`src/fpba_pkg.sv`:
```
// Shared types and constants for the fit-policy block allocator.
// Used by fpba_mem, fpba_scan and fit_policy_block_allocator; no dependencies.
package fpba_pkg;

  // Field widths of the stream items
  localparam int SIZE_W     = 16;
  localparam int IDX_W      = 6;
  localparam int MODE_W     = 2;
  localparam int COUNT_W    = 7;
  localparam int IN_DATA_W  = 40;  // 38 bits of fields, padded to 5 bytes
  localparam int IN_USER_W  = 1;
  localparam int OUT_DATA_W = 8;   // 7 bits of fields, padded to 1 byte
  localparam int CFG_IDX_W  = 1;
  localparam int CFG_DATA_W = 7;
  localparam int WIDE_W     = 9;   // holds any block index or count up to 256

  // Item kinds
  localparam logic KIND_LOAD  = 1'b0;
  localparam logic KIND_ALLOC = 1'b1;

  // Placement policies (any other code acts as first fit)
  localparam logic [MODE_W-1:0] MODE_FIRST = 2'd0;
  localparam logic [MODE_W-1:0] MODE_BEST  = 2'd1;
  localparam logic [MODE_W-1:0] MODE_WORST = 2'd2;

  // Configuration register indexes
  localparam logic [CFG_IDX_W-1:0] CFG_FIT_MODE    = 1'b0;
  localparam logic [CFG_IDX_W-1:0] CFG_BLOCK_COUNT = 1'b1;

  // Configuration handed from the top level to the scanner
  typedef struct packed {
    logic [MODE_W-1:0]  fit_mode;
    logic [COUNT_W-1:0] block_count;
  } cfg_t;

  // Scanner states
  typedef enum logic [1:0] {
    ST_IDLE,
    ST_SCAN,
    ST_DONE
  } state_t;

endpackage

```
`src/fit_policy_block_allocator.sv`:
```
// Top level of the fit-policy block allocator: configuration registers and
// stream field mapping. Depends on fpba_pkg, fpba_scan and fpba_mem.
//
// Keeps the free size of up to BLOCKS blocks in a single-port-read memory.
// A load transfer writes one block's size and yields no result.
// An allocate transfer reads the first min(block_count, BLOCKS) entries one
// per cycle through the memory read port, picks a block by first, best or
// worst fit (ties to the lowest index), writes the reduced size back and
// posts one result. An allocate holds the input off until its result is
// posted; first fit ends the scan once a fitting block is found. A finished
// result sits in an output register, so the next transfer is taken while it
// waits. The memory needs no clearing pass: blocks inside block_count must
// be loaded before use.
module fit_policy_block_allocator #(
  parameter int BLOCKS = 64
) (
  input  logic                             clk,
  input  logic                             rst_n,
  // configuration writes
  input  logic                             cfg_we,
  input  logic [fpba_pkg::CFG_IDX_W-1:0]   cfg_index,
  input  logic [fpba_pkg::CFG_DATA_W-1:0]  cfg_wdata,
  // input stream
  input  logic                             in_tvalid,
  output logic                             in_tready,
  // [5:0] block_index, [21:6] block_size, [37:22] request_size, [39:38] zero
  input  logic [fpba_pkg::IN_DATA_W-1:0]   in_tdata,
  // [0] kind
  input  logic [fpba_pkg::IN_USER_W-1:0]   in_tuser,
  // result stream
  output logic                             out_tvalid,
  input  logic                             out_tready,
  // [0] granted, [6:1] chosen_block, [7] zero
  output logic [fpba_pkg::OUT_DATA_W-1:0]  out_tdata
);
  import fpba_pkg::*;

  logic [MODE_W-1:0]  fit_mode_r, fit_mode_nxt;
  logic [COUNT_W-1:0] block_count_r, block_count_nxt;
  cfg_t               cfg;

  // configuration register writes
  always_comb begin
    fit_mode_nxt    = fit_mode_r;
    block_count_nxt = block_count_r;
    if (cfg_we) begin
      case (cfg_index)
        CFG_FIT_MODE:    fit_mode_nxt    = cfg_wdata[MODE_W-1:0];
        CFG_BLOCK_COUNT: block_count_nxt = cfg_wdata[COUNT_W-1:0];
        default: begin
        end
      endcase
    end
  end

  always_ff @(posedge clk) begin
    if (!rst_n) begin
      fit_mode_r    <= MODE_FIRST;
      block_count_r <= '0;
    end else begin
      fit_mode_r    <= fit_mode_nxt;
      block_count_r <= block_count_nxt;
    end
  end

  assign cfg.fit_mode    = fit_mode_r;
  assign cfg.block_count = block_count_r;

  fpba_scan #(
    .BLOCKS (BLOCKS)
  ) u_scan (
    .clk             (clk),
    .rst_n           (rst_n),
    .cfg             (cfg),
    .in_tvalid       (in_tvalid),
    .in_tready       (in_tready),
    .in_kind         (in_tuser[0]),
    .in_block_index  (in_tdata[5:0]),
    .in_block_size   (in_tdata[21:6]),
    .in_request_size (in_tdata[37:22]),
    .out_tvalid      (out_tvalid),
    .out_tready      (out_tready),
    .out_tdata       (out_tdata)
  );

endmodule

```
`src/fpba_mem.sv`:
```
// Free-size store: one write port, one read port with registered read data.
// Depends on fpba_pkg.
module fpba_mem #(
  parameter int DEPTH = 64,
  parameter int AW    = 6
) (
  input  logic                      clk,
  input  logic                      we,
  input  logic [AW-1:0]             waddr,
  input  logic [fpba_pkg::SIZE_W-1:0] wdata,
  input  logic [AW-1:0]             raddr,
  output logic [fpba_pkg::SIZE_W-1:0] rdata_r
);
  import fpba_pkg::*;

  logic [SIZE_W-1:0] ram [DEPTH];

  // write port
  always_ff @(posedge clk) begin
    if (we) begin
      ram[waddr] <= wdata;
    end
  end

  // read port, registered read data
  always_ff @(posedge clk) begin
    rdata_r <= ram[raddr];
  end

endmodule

```
`src/fpba_scan.sv`:
```
// Allocation sequencer: takes items, scans the free-size store one entry per
// cycle, picks a block by policy, writes back the reduced size, holds result.
// Depends on fpba_pkg and fpba_mem.
module fpba_scan #(
  parameter int BLOCKS = 64
) (
  input  logic                          clk,
  input  logic                          rst_n,
  input  fpba_pkg::cfg_t                cfg,
  input  logic                          in_tvalid,
  output logic                          in_tready,
  input  logic                          in_kind,
  input  logic [fpba_pkg::IDX_W-1:0]    in_block_index,
  input  logic [fpba_pkg::SIZE_W-1:0]   in_block_size,
  input  logic [fpba_pkg::SIZE_W-1:0]   in_request_size,
  output logic                          out_tvalid,
  input  logic                          out_tready,
  output logic [fpba_pkg::OUT_DATA_W-1:0] out_tdata
);
  import fpba_pkg::*;

  localparam int IW = (BLOCKS > 1) ? $clog2(BLOCKS) : 1;
  localparam int CW = $clog2(BLOCKS + 1);

  state_t state_r, state_nxt;

  logic [CW-1:0]         rd_idx_r, rd_idx_nxt;
  logic                  cmp_vld_r, cmp_vld_nxt;
  logic [IW-1:0]         cmp_idx_r, cmp_idx_nxt;
  logic                  found_r, found_nxt;
  logic [IW-1:0]         best_idx_r, best_idx_nxt;
  logic [SIZE_W-1:0]     best_size_r, best_size_nxt;
  logic [SIZE_W-1:0]     req_r, req_nxt;
  logic                  out_valid_r, out_valid_nxt;
  logic [OUT_DATA_W-1:0] out_data_r, out_data_nxt;

  logic [WIDE_W-1:0] blocks_w, count_w, limit_w, load_idx_w, best_idx_w;
  logic [CW-1:0]     limit;
  logic              accept, issue_en, mode_best, mode_worst, mode_first;
  logic              fits, take, scan_done;
  logic              mem_we;
  logic [IW-1:0]     mem_waddr;
  logic [SIZE_W-1:0] mem_wdata, mem_rdata;

  fpba_mem #(
    .DEPTH (BLOCKS),
    .AW    (IW)
  ) u_mem (
    .clk     (clk),
    .we      (mem_we),
    .waddr   (mem_waddr),
    .wdata   (mem_wdata),
    .raddr   (rd_idx_r[IW-1:0]),
    .rdata_r (mem_rdata)
  );

  // scan limit: block count saturated at the store depth
  assign blocks_w   = WIDE_W'(BLOCKS);
  assign count_w    = {{(WIDE_W-COUNT_W){1'b0}}, cfg.block_count};
  assign limit_w    = (count_w > blocks_w) ? blocks_w : count_w;
  assign limit      = limit_w[CW-1:0];
  assign load_idx_w = {{(WIDE_W-IDX_W){1'b0}}, in_block_index};
  assign best_idx_w = WIDE_W'(best_idx_r);

  assign mode_best  = (cfg.fit_mode == MODE_BEST);
  assign mode_worst = (cfg.fit_mode == MODE_WORST);
  assign mode_first = !mode_best && !mode_worst;

  assign in_tready = (state_r == ST_IDLE);
  assign accept    = in_tvalid && in_tready;

  // read issue and candidate compare
  assign issue_en  = (state_r == ST_SCAN) && (rd_idx_r < limit);
  assign fits      = (mem_rdata >= req_r);
  assign take      = cmp_vld_r && fits &&
                     (!found_r ||
                      (mode_best  && (mem_rdata < best_size_r)) ||
                      (mode_worst && (mem_rdata > best_size_r)));
  assign scan_done = (!issue_en && !cmp_vld_r) || (mode_first && found_r);

  // next state and datapath
  always_comb begin
    state_nxt     = state_r;
    rd_idx_nxt    = rd_idx_r;
    cmp_vld_nxt   = issue_en;
    cmp_idx_nxt   = rd_idx_r[IW-1:0];
    found_nxt     = found_r;
    best_idx_nxt  = best_idx_r;
    best_size_nxt = best_size_r;
    req_nxt       = req_r;
    out_data_nxt  = out_data_r;
    out_valid_nxt = out_valid_r && !out_tready;
    mem_we        = 1'b0;
    mem_waddr     = load_idx_w[IW-1:0];
    mem_wdata     = in_block_size;

    case (state_r)
      ST_IDLE: begin
        if (accept) begin
          if (in_kind == KIND_LOAD) begin
            // loads beyond the store are dropped
            mem_we = (load_idx_w < blocks_w);
          end else begin
            state_nxt     = ST_SCAN;
            req_nxt       = in_request_size;
            rd_idx_nxt    = '0;
            found_nxt     = 1'b0;
            best_idx_nxt  = '0;
            best_size_nxt = '0;
          end
        end
      end
      ST_SCAN: begin
        if (issue_en) begin
          rd_idx_nxt = rd_idx_r + 1'b1;
        end
        if (take) begin
          found_nxt     = 1'b1;
          best_idx_nxt  = cmp_idx_r;
          best_size_nxt = mem_rdata;
        end
        if (scan_done) begin
          state_nxt = ST_DONE;
        end
      end
      ST_DONE: begin
        // wait for a free output slot, then write back and post the result
        if (!out_valid_r || out_tready) begin
          mem_we        = found_r;
          mem_waddr     = best_idx_r;
          mem_wdata     = best_size_r - req_r;
          out_valid_nxt = 1'b1;
          out_data_nxt  = found_r ? {1'b0, best_idx_w[IDX_W-1:0], 1'b1} : '0;
          state_nxt     = ST_IDLE;
        end
      end
      default: begin
        state_nxt = ST_IDLE;
      end
    endcase
  end

  // state register
  always_ff @(posedge clk) begin
    if (!rst_n) begin
      state_r <= ST_IDLE;
    end else begin
      state_r <= state_nxt;
    end
  end

  // control registers
  always_ff @(posedge clk) begin
    if (!rst_n) begin
      cmp_vld_r   <= 1'b0;
      out_valid_r <= 1'b0;
    end else begin
      cmp_vld_r   <= cmp_vld_nxt;
      out_valid_r <= out_valid_nxt;
    end
  end

  // payload registers
  always_ff @(posedge clk) begin
    rd_idx_r    <= rd_idx_nxt;
    cmp_idx_r   <= cmp_idx_nxt;
    found_r     <= found_nxt;
    best_idx_r  <= best_idx_nxt;
    best_size_r <= best_size_nxt;
    req_r       <= req_nxt;
    out_data_r  <= out_data_nxt;
  end

  assign out_tvalid = out_valid_r;
  assign out_tdata  = out_data_r;

endmodule
```
`config.mk`:
```
export PLATFORM = sky130hd
export DESIGN_NAME = fit_policy_block_allocator
export DESIGN_NICKNAME = d
export VERILOG_FILES = /design/src/fpba_pkg.sv /design/src/fit_policy_block_allocator.sv /design/src/fpba_mem.sv /design/src/fpba_scan.sv
export SDC_FILE = /design/constraint.sdc
export NUM_CORES = 1
export LEC_CHECK = 0
export BUFFER_PORTS_ARGS = -buffer_cell sky130_fd_sc_hd__buf_2
export CAP_MARGIN = 15
export CORE_UTILIZATION = 34
export DETAILED_ROUTE_END_ITERATION = 7
export HOLD_SLACK_MARGIN = 0.02
export SYNTH_ARGS = -nofsm -noshare
export SYNTH_HDL_FRONTEND = slang
export SYNTH_SLANG_ARGS = --single-unit
```
`constraint.sdc`:
```
create_clock -name clk -period 6.7 [get_ports clk]
set_input_delay 0.335 -clock clk [delete_from_list [all_inputs] [get_ports clk]]
set_output_delay 0.335 -clock clk [all_outputs]
set_load 0.005 [all_outputs]
```
**Word-level counts from Yosys, hierarchy flattened**

Memory sizes are Yosys's and may differ from the RTL's. A register that Yosys moved wholly into a read port is not among the register bits.
Index checks and enable logic that the tools add are counted.
Widths: inputs -> output; s select.

- Mux-type cells: 35
- Equality and inequality tests: 10
- Reductions and logical operators: 30
- Multipliers: 0
- Bitwise operators: 1
- Magnitude comparators: 6
- Shift operators: 0
- Divide/modulo/power cells: 0
- $add $sub $neg: 2

Operators with widths:

| operator | number |
|---|---|
| $mux 16 | 5 |
| $pmux 16 s2 | 1 |
| $mux 6 | 5 |
| $mux 7 | 4 |
| $ge 16x16->1 | 1 |
| $gt 16x16->1 | 1 |
| $lt 16x16->1 | 1 |
| $sub 16x16->16 | 1 |
| $pmux 7 s2 | 1 |
| $pmux 6 s2 | 1 |
| $reduce_and 4->1 | 3 |
| $mux 1 | 11 |
| $logic_and 1x1->1 | 10 |
| $mux 2 | 4 |
| $ne 2x1->1 const B | 4 |
| $add 7x1->7 const B | 1 |
| $gt 7x7->1 const B | 1 |
| $logic_not 1->1 | 7 |
| $lt 6x7->1 const B | 1 |
| $lt 7x7->1 | 1 |
| $pmux 2 s3 | 1 |
| $reduce_and 2->1 | 3 |
| $eq 2x1->1 const B | 2 |
| $eq 2x2->1 const B | 2 |
| other kinds (7) | 12 |

- Bits in read-only memories: 0
- Memory bits (writable): 1024
- Bits of input ports: 54
- Memories kept: 1
- Flip-flop bits (word level): 73
- Latch bits: 0

Memory list:

| memory | depth | width | rd ports | clocked after memory_dff | wr ports | RTL line | RTL |
|---|---|---|---|---|---|---|---|
| u_scan.u_mem.ram | 64 | 16 | 1 | 1 | 1 | fpba_mem.sv:16 | `logic [SIZE_W-1:0] ram [DEPTH];` |

**Longest topological paths before layout**

- Depth in word-level cells: 9
- Gate-level depth with buffers: 10

**Modules after synthesis**

Synthesis repeated with hierarchy kept, for this count alone.

- Cells, all modules: 2303
- Area total of the unflattened synthesis: 44619.0 sq um

Modules (own cells, without submodules):

| module | cells each | instances | area each (sq um) |
|---|---|---|---|
| fpba_mem | 1829 | 1 | 40042.2 |
| fpba_scan | 435 | 1 | 4222.8 |
| fit_policy_block_allocator | 39 | 1 | 354.1 |

**Worst setup path after synthesis**

No wires, ideal clock.

- Path type: reg2reg
- Start point: reg u_scan.req_r[0]
- End point: mem u_scan.u_mem.ram[0][12], data pin
- Arrival: 4484 ps
- Slack: 1497 ps
- Buffers on the path: 0
- Stages on the path, launching flop included: 10
- Setup time: 719 ps
- Path through: edfxtp_1 -> ha_1 -> fa_1 -> nand2b_1 -> a21oi_1 -> o21bai_1 -> a21oi_1 -> o21a_1 -> nor3_1 -> o31ai_1

- Word-level cells in the longest chain between the ends: 3

RTL lines:

| element | RTL line | RTL |
|---|---|---|
| start: declaration | fpba_scan.sv:33 | `logic [SIZE_W-1:0] req_r, req_nxt;` |
| start signal: assignment | fpba_scan.sv:170 | `req_r <= req_nxt;` |
| $sub 16x16->16 | fpba_scan.sv:131 | `mem_wdata = best_size_r - req_r;` |
| $mux 16 | fpba_scan.sv:128 | `if (!out_valid_r \|\| out_tready) begin` |
| $mux 16 | fpba_scan.sv:97 | `case (state_r)` |
| net u_scan.mem_wdata[12] | fpba_scan.sv:43 | `logic [SIZE_W-1:0] mem_wdata, mem_rdata;` |
| end: declaration | fpba_mem.sv:16 |  |

The timed path passes the listed nets, and every way through them passes these cells.

**Final worst setup path**

- Start point: reg u_scan.state_r[0]
- End point: mem u_scan.u_mem.ram[18][14], enable pin

- Word-level cells in the longest chain between the ends: 6
- Elaborated cells on any way between the ends: 8
- Those cells by class: eq/ne (1); mux (5); reduce/logical (2)

RTL lines:

| element | RTL line | RTL |
|---|---|---|
| start: declaration | fpba_scan.sv:25 | `state_t state_r, state_nxt;` |
| start signal: assignment | fpba_scan.sv:148 | `state_r <= state_nxt;` |
| $logic_not 2->1 | fpba_scan.sv:69, fpba_scan.sv:97 |  |
| $logic_and 1x1->1 | fpba_scan.sv:70 | `assign accept = in_tvalid && in_tready;` |
| $mux 1 | fpba_scan.sv:99 | `if (accept) begin` |
| $pmux 1 s2 | fpba_scan.sv:97 |  |
| $mux 1 | fpba_mem.sv:20 | `if (we) begin` |
| $mux 1 (implied by the code) | fpba_mem.sv:21 | `ram[waddr] <= wdata;` |

Parallel ways exist; a longest one is shown, timed or not.

==> impl_metrics.ini <==
[setup_path]
timing.rr.start = u_scan.state_r[0]
critical_path_capture_point_type = register
criticalPathCategory = register to register
critical_path_start_type = register
crit_fanout = 45
timing.critical_path.required_ns = 7.05
cp.arrival_ns = 3.94
crit_path_frequent_cell = sky130_fd_sc_hd__nand2b_1
crit_path_top_delay_cell = sky130_fd_sc_hd__mux2i_1
critical-path-max-stage-delay_ns = 0.83
crit_chain = nand2b_1 -> nand2b_2 -> buf_4 -> mux2i_1 -> nand2b_1 -> nand2b_1 -> nor2_1 -> buf_4
crit_path_start = u_scan.state_r[0]

[detailed_routing]
average_wire_per_standard_cell_um = 22.8
drt_first_iter_violations = 1880
routed_wl_um = 91400
avgViaCountPerCell = 5.06
route.detailed.drc = 0
routed-wl-met3_um = 5150
drt_pass1_iterations = 5
dr.max_layer_used = met5
vias = 20300
m1WireLength_um = 41100
detail-route-antenna-nets = 0
met2_wirelength_um = 42700

[placed_design]
place_hpwl_um = 57000
place.port_buffers = 60
routabilityCongestion = 0.850
preCtsSetupSlack_ns = 2.95

[power_and_ir_drop]
total_internal_power_uw = 11500
clock_power_share_pct = 40.3
switching_share_pct = 21.5
comb_power_share_pct = 6.7
ir_drop_uv = 171
power.static_leakage_uw = 0.0161
netSwitchingPower_uw = 3160
power.density_cell_area_mw_per_mm2 = 290
finalPower_uw = 14700
pwr-share-seq_pct = 53.0

[die]
chipHeight_um = 361
boundaryPins = 64
core_mm2 = 0.128
floorplan.initialDensity_pct = 34.4
rows = 131
chipWidth_um = 361
dieArea_mm2 = 0.131

[cts]
cts_tree = done
cts.sink_count = 1112
clk_root_buffer_cell = sky130_fd_sc_hd__clkbuf_16
cts_buffers = 106
clk_path_buf_depth = 3
worst_skew_pair.late_latency_ns = 0.68
cts_setup_buffers = 0
clock_tree.htree_level_count = 3
clkTransAtPathRegs_ns = 0.06

[yosys]
yosys_register_bits = 1112
synth_top_area_share_pct = 73.6
cell_types_occupying_the_most_area_after_synthesis = sky130_fd_sc_hd__edfxtp_1 74%, sky130_fd_sc_hd__mux4_2 16%, sky130_fd_sc_hd__dfxtp_1 1.6%, sky130_fd_sc_hd__ha_1 1.6%, sky130_fd_sc_hd__nor2_1 0.71%
synthTopCellsByCount = 1077 x sky130_fd_sc_hd__edfxtp_1, 320 x sky130_fd_sc_hd__mux4_2, 83 x sky130_fd_sc_hd__nor2_1
synthMostInstantiatedCell = sky130_fd_sc_hd__edfxtp_1
synth_async_sr_flop_share_pct = 0
synth_enable_flop_cells = 1077
yosysUniqueCellTypes = 55
post_synth.cell_area_avg_um2 = 21.4
ys_warn_count = 0
syn-instance-count = 2053
ys_seq_area_share_pct = 75.2
synth_top_area_cell = sky130_fd_sc_hd__edfxtp_1
syn-cell-area_mm2 = 0.0439
synth_top_flop_cell = sky130_fd_sc_hd__edfxtp_1
syn-num-nets = 2164

[global_route]
first_global_vias = 21100
grt_overflow_total = 0
antenna_found_initial = 2
total_track_usage_pct = 14.1
grt_max_degree = 133
wire_length_of_the_first_global_routing_pass_um = 138000

[sta]
period_needed_ns = 3.59
slew_violations = 0
fin_worst_skew_ns = 0.0270
totalNegativeSetupSlack_ns = 0
relSlewSlack_pct = 31.7
setup-violations-final = 0
fmax_mhz = 279
rsz0062_at_grt = no
finalHoldViolCount = 0
tightestPinTransition_ns = 1.03
worst_slack_ns = 3.11
fin_crit_sh_pct = 53.6

[worst_hold_path]
min_path_type = input port to register
timing.hold.worst.start = in_tvalid

[cells_and_area]
insertedDiodeCount = 0
area_growth_pct = 15.2
number_of_nets_in_the_final_layout = 2365
fraction_of_final_layout_cells_sized_beyond_drive_strength_1_pct = 27.8

[run]
max_cap_viol_count = 0

[status]
status = complete, no violations
-- state kept, by name, summed over array words and instances (netlist names) --
name / flops
block_count_r: 7
fit_mode_r: 2
u_scan.best_idx_r: 6
u_scan.best_size_r: 16
u_scan.cmp_idx_r: 6
u_scan.cmp_vld_r: 1
u_scan.found_r: 1
u_scan.out_tdata: 7
u_scan.out_tvalid: 1
u_scan.rd_idx_r: 7
u_scan.req_r: 16
u_scan.state_r: 2
u_scan.u_mem.ram: 1024
u_scan.u_mem.rdata_r: 16
-- through the flow --
stage          utilization [%]  cells  cell area [um^2]  hold slack (ns)
2_1_floorplan                -   2053             43900            0.371
3_3_place_gp              36.6   3772             46800            0.452
5_1_grt                   39.6   4004             50600            0.255
4_1_cts                   39.5   4001             50600            0.235
6_report                  39.6   4004             50600            0.262
3_5_place_dp              36.6   3772             46800            0.470
-- placed cells by master, fill, tap and decap left out, types with 6 or more instances in the layout --
cell / count
sky130_fd_sc_hd__buf_2: 60
sky130_fd_sc_hd__xnor2_1: 6
sky130_fd_sc_hd__xor2_1: 10
sky130_fd_sc_hd__dfxtp_1: 35
sky130_fd_sc_hd__nand2b_1: 27
sky130_fd_sc_hd__bufinv_16: 11
sky130_fd_sc_hd__a21o_1: 11
sky130_fd_sc_hd__inv_6: 7
sky130_fd_sc_hd__inv_1: 44
sky130_fd_sc_hd__clkinvlp_4: 6
sky130_fd_sc_hd__and2_1: 29
sky130_fd_sc_hd__a31oi_1: 6
sky130_fd_sc_hd__clkbuf_1: 16
sky130_fd_sc_hd__a21oi_1: 33
sky130_fd_sc_hd__a22oi_1: 32
sky130_fd_sc_hd__clkinv_2: 17
sky130_fd_sc_hd__o21ai_0: 15
sky130_fd_sc_hd__nand2_1: 71
sky130_fd_sc_hd__ha_1: 56
sky130_fd_sc_hd__buf_4: 89
sky130_fd_sc_hd__clkbuf_16: 107
sky130_fd_sc_hd__nor3_1: 8
sky130_fd_sc_hd__mux4_2: 320
sky130_fd_sc_hd__buf_12: 6
sky130_fd_sc_hd__dlygate4sd3_1: 33
sky130_fd_sc_hd__o21ai_4: 12
sky130_fd_sc_hd__nand3_1: 21
sky130_fd_sc_hd__edfxtp_1: 1077
sky130_fd_sc_hd__nor2b_1: 6
sky130_fd_sc_hd__clkinv_1: 27
sky130_fd_sc_hd__nor2_1: 83
-- cells by family (layout without fill, tap and decap cells) --
| logic type | Yosys count | count (layout) | share of synthesized area (%) |
|---|---|---|---|
| flops | 1112 | 1112 | 75.2 |
| mux | 325 | 325 | 16.5 |
| simple gates | 267 | 267 | 2.88 |
| buf+inv | 140 | 429 | 1.42 |
| compound gates | 135 | 135 | 1.97 |
| fa+ha+maj | 57 | 57 | 1.64 |
| xor+xnor | 16 | 16 | 0.319 |
| other cells | 1 | 1 | 0.00854 |
-- layout make-up --
class                      instances  area (um^2)
fill                           11200        77300
timing repair buffer             188         1420
multi-input combinational        801        10400
clock buffer                     126         2780
inverter                          45          169
sequential                      1112        33000
tap                             1662         2080
clock inverter                    70          668
-- final timing paths --
check / cells past startpoint / end / slack (ns)
max: 8 / u_scan.u_mem.ram[18][14] / 3.11
max reg2reg: 8 / u_scan.u_mem.ram[18][14] / 3.11
min: 3 / u_scan.state_r[0] / 0.26
min reg2reg: 2 / block_count_r[0] / 0.48
-- routing by layer --
| metal | track usage [%] | vias up |
|---|---|---|
| met1 | 19.8 | 10700 |
| li1 | - | 8921 |
| met3 | 2.54 | 127 |
| met2 | 22.0 | 546 |
| met4 | 4.70 | 4 |
| met5 | 0 | - |
-- power by group through the flow --
| stage | registers (uW) | logic [uW] | clock network [uW] |
|---|---|---|---|
| finish | 7780 | 989 | 5910 |
| CTS | 7780 | 998 | 6060 |
| global placement | 7930 | 945 | 0 |
| floorplan | 7940 | 625 | 0 |
| global route | 7790 | 1070 | 6300 |
| detailed placement | 7930 | 981 | 0 |
-- timing repair --
action                                 CTS  global route
gates resized for setup                  0             0
hold buffers                            33             0
endpoints found under the hold margin   28             0
-- worst max-delay path, delay by kind of cell (launching register included) --
family	cells	cell delay [ns]
and+or+nand+nor	5	1.12
muxes	1	0.83
DFF	1	0.34
buffers and inverters	2	0.94
Power figures use the tool's default switching activity.
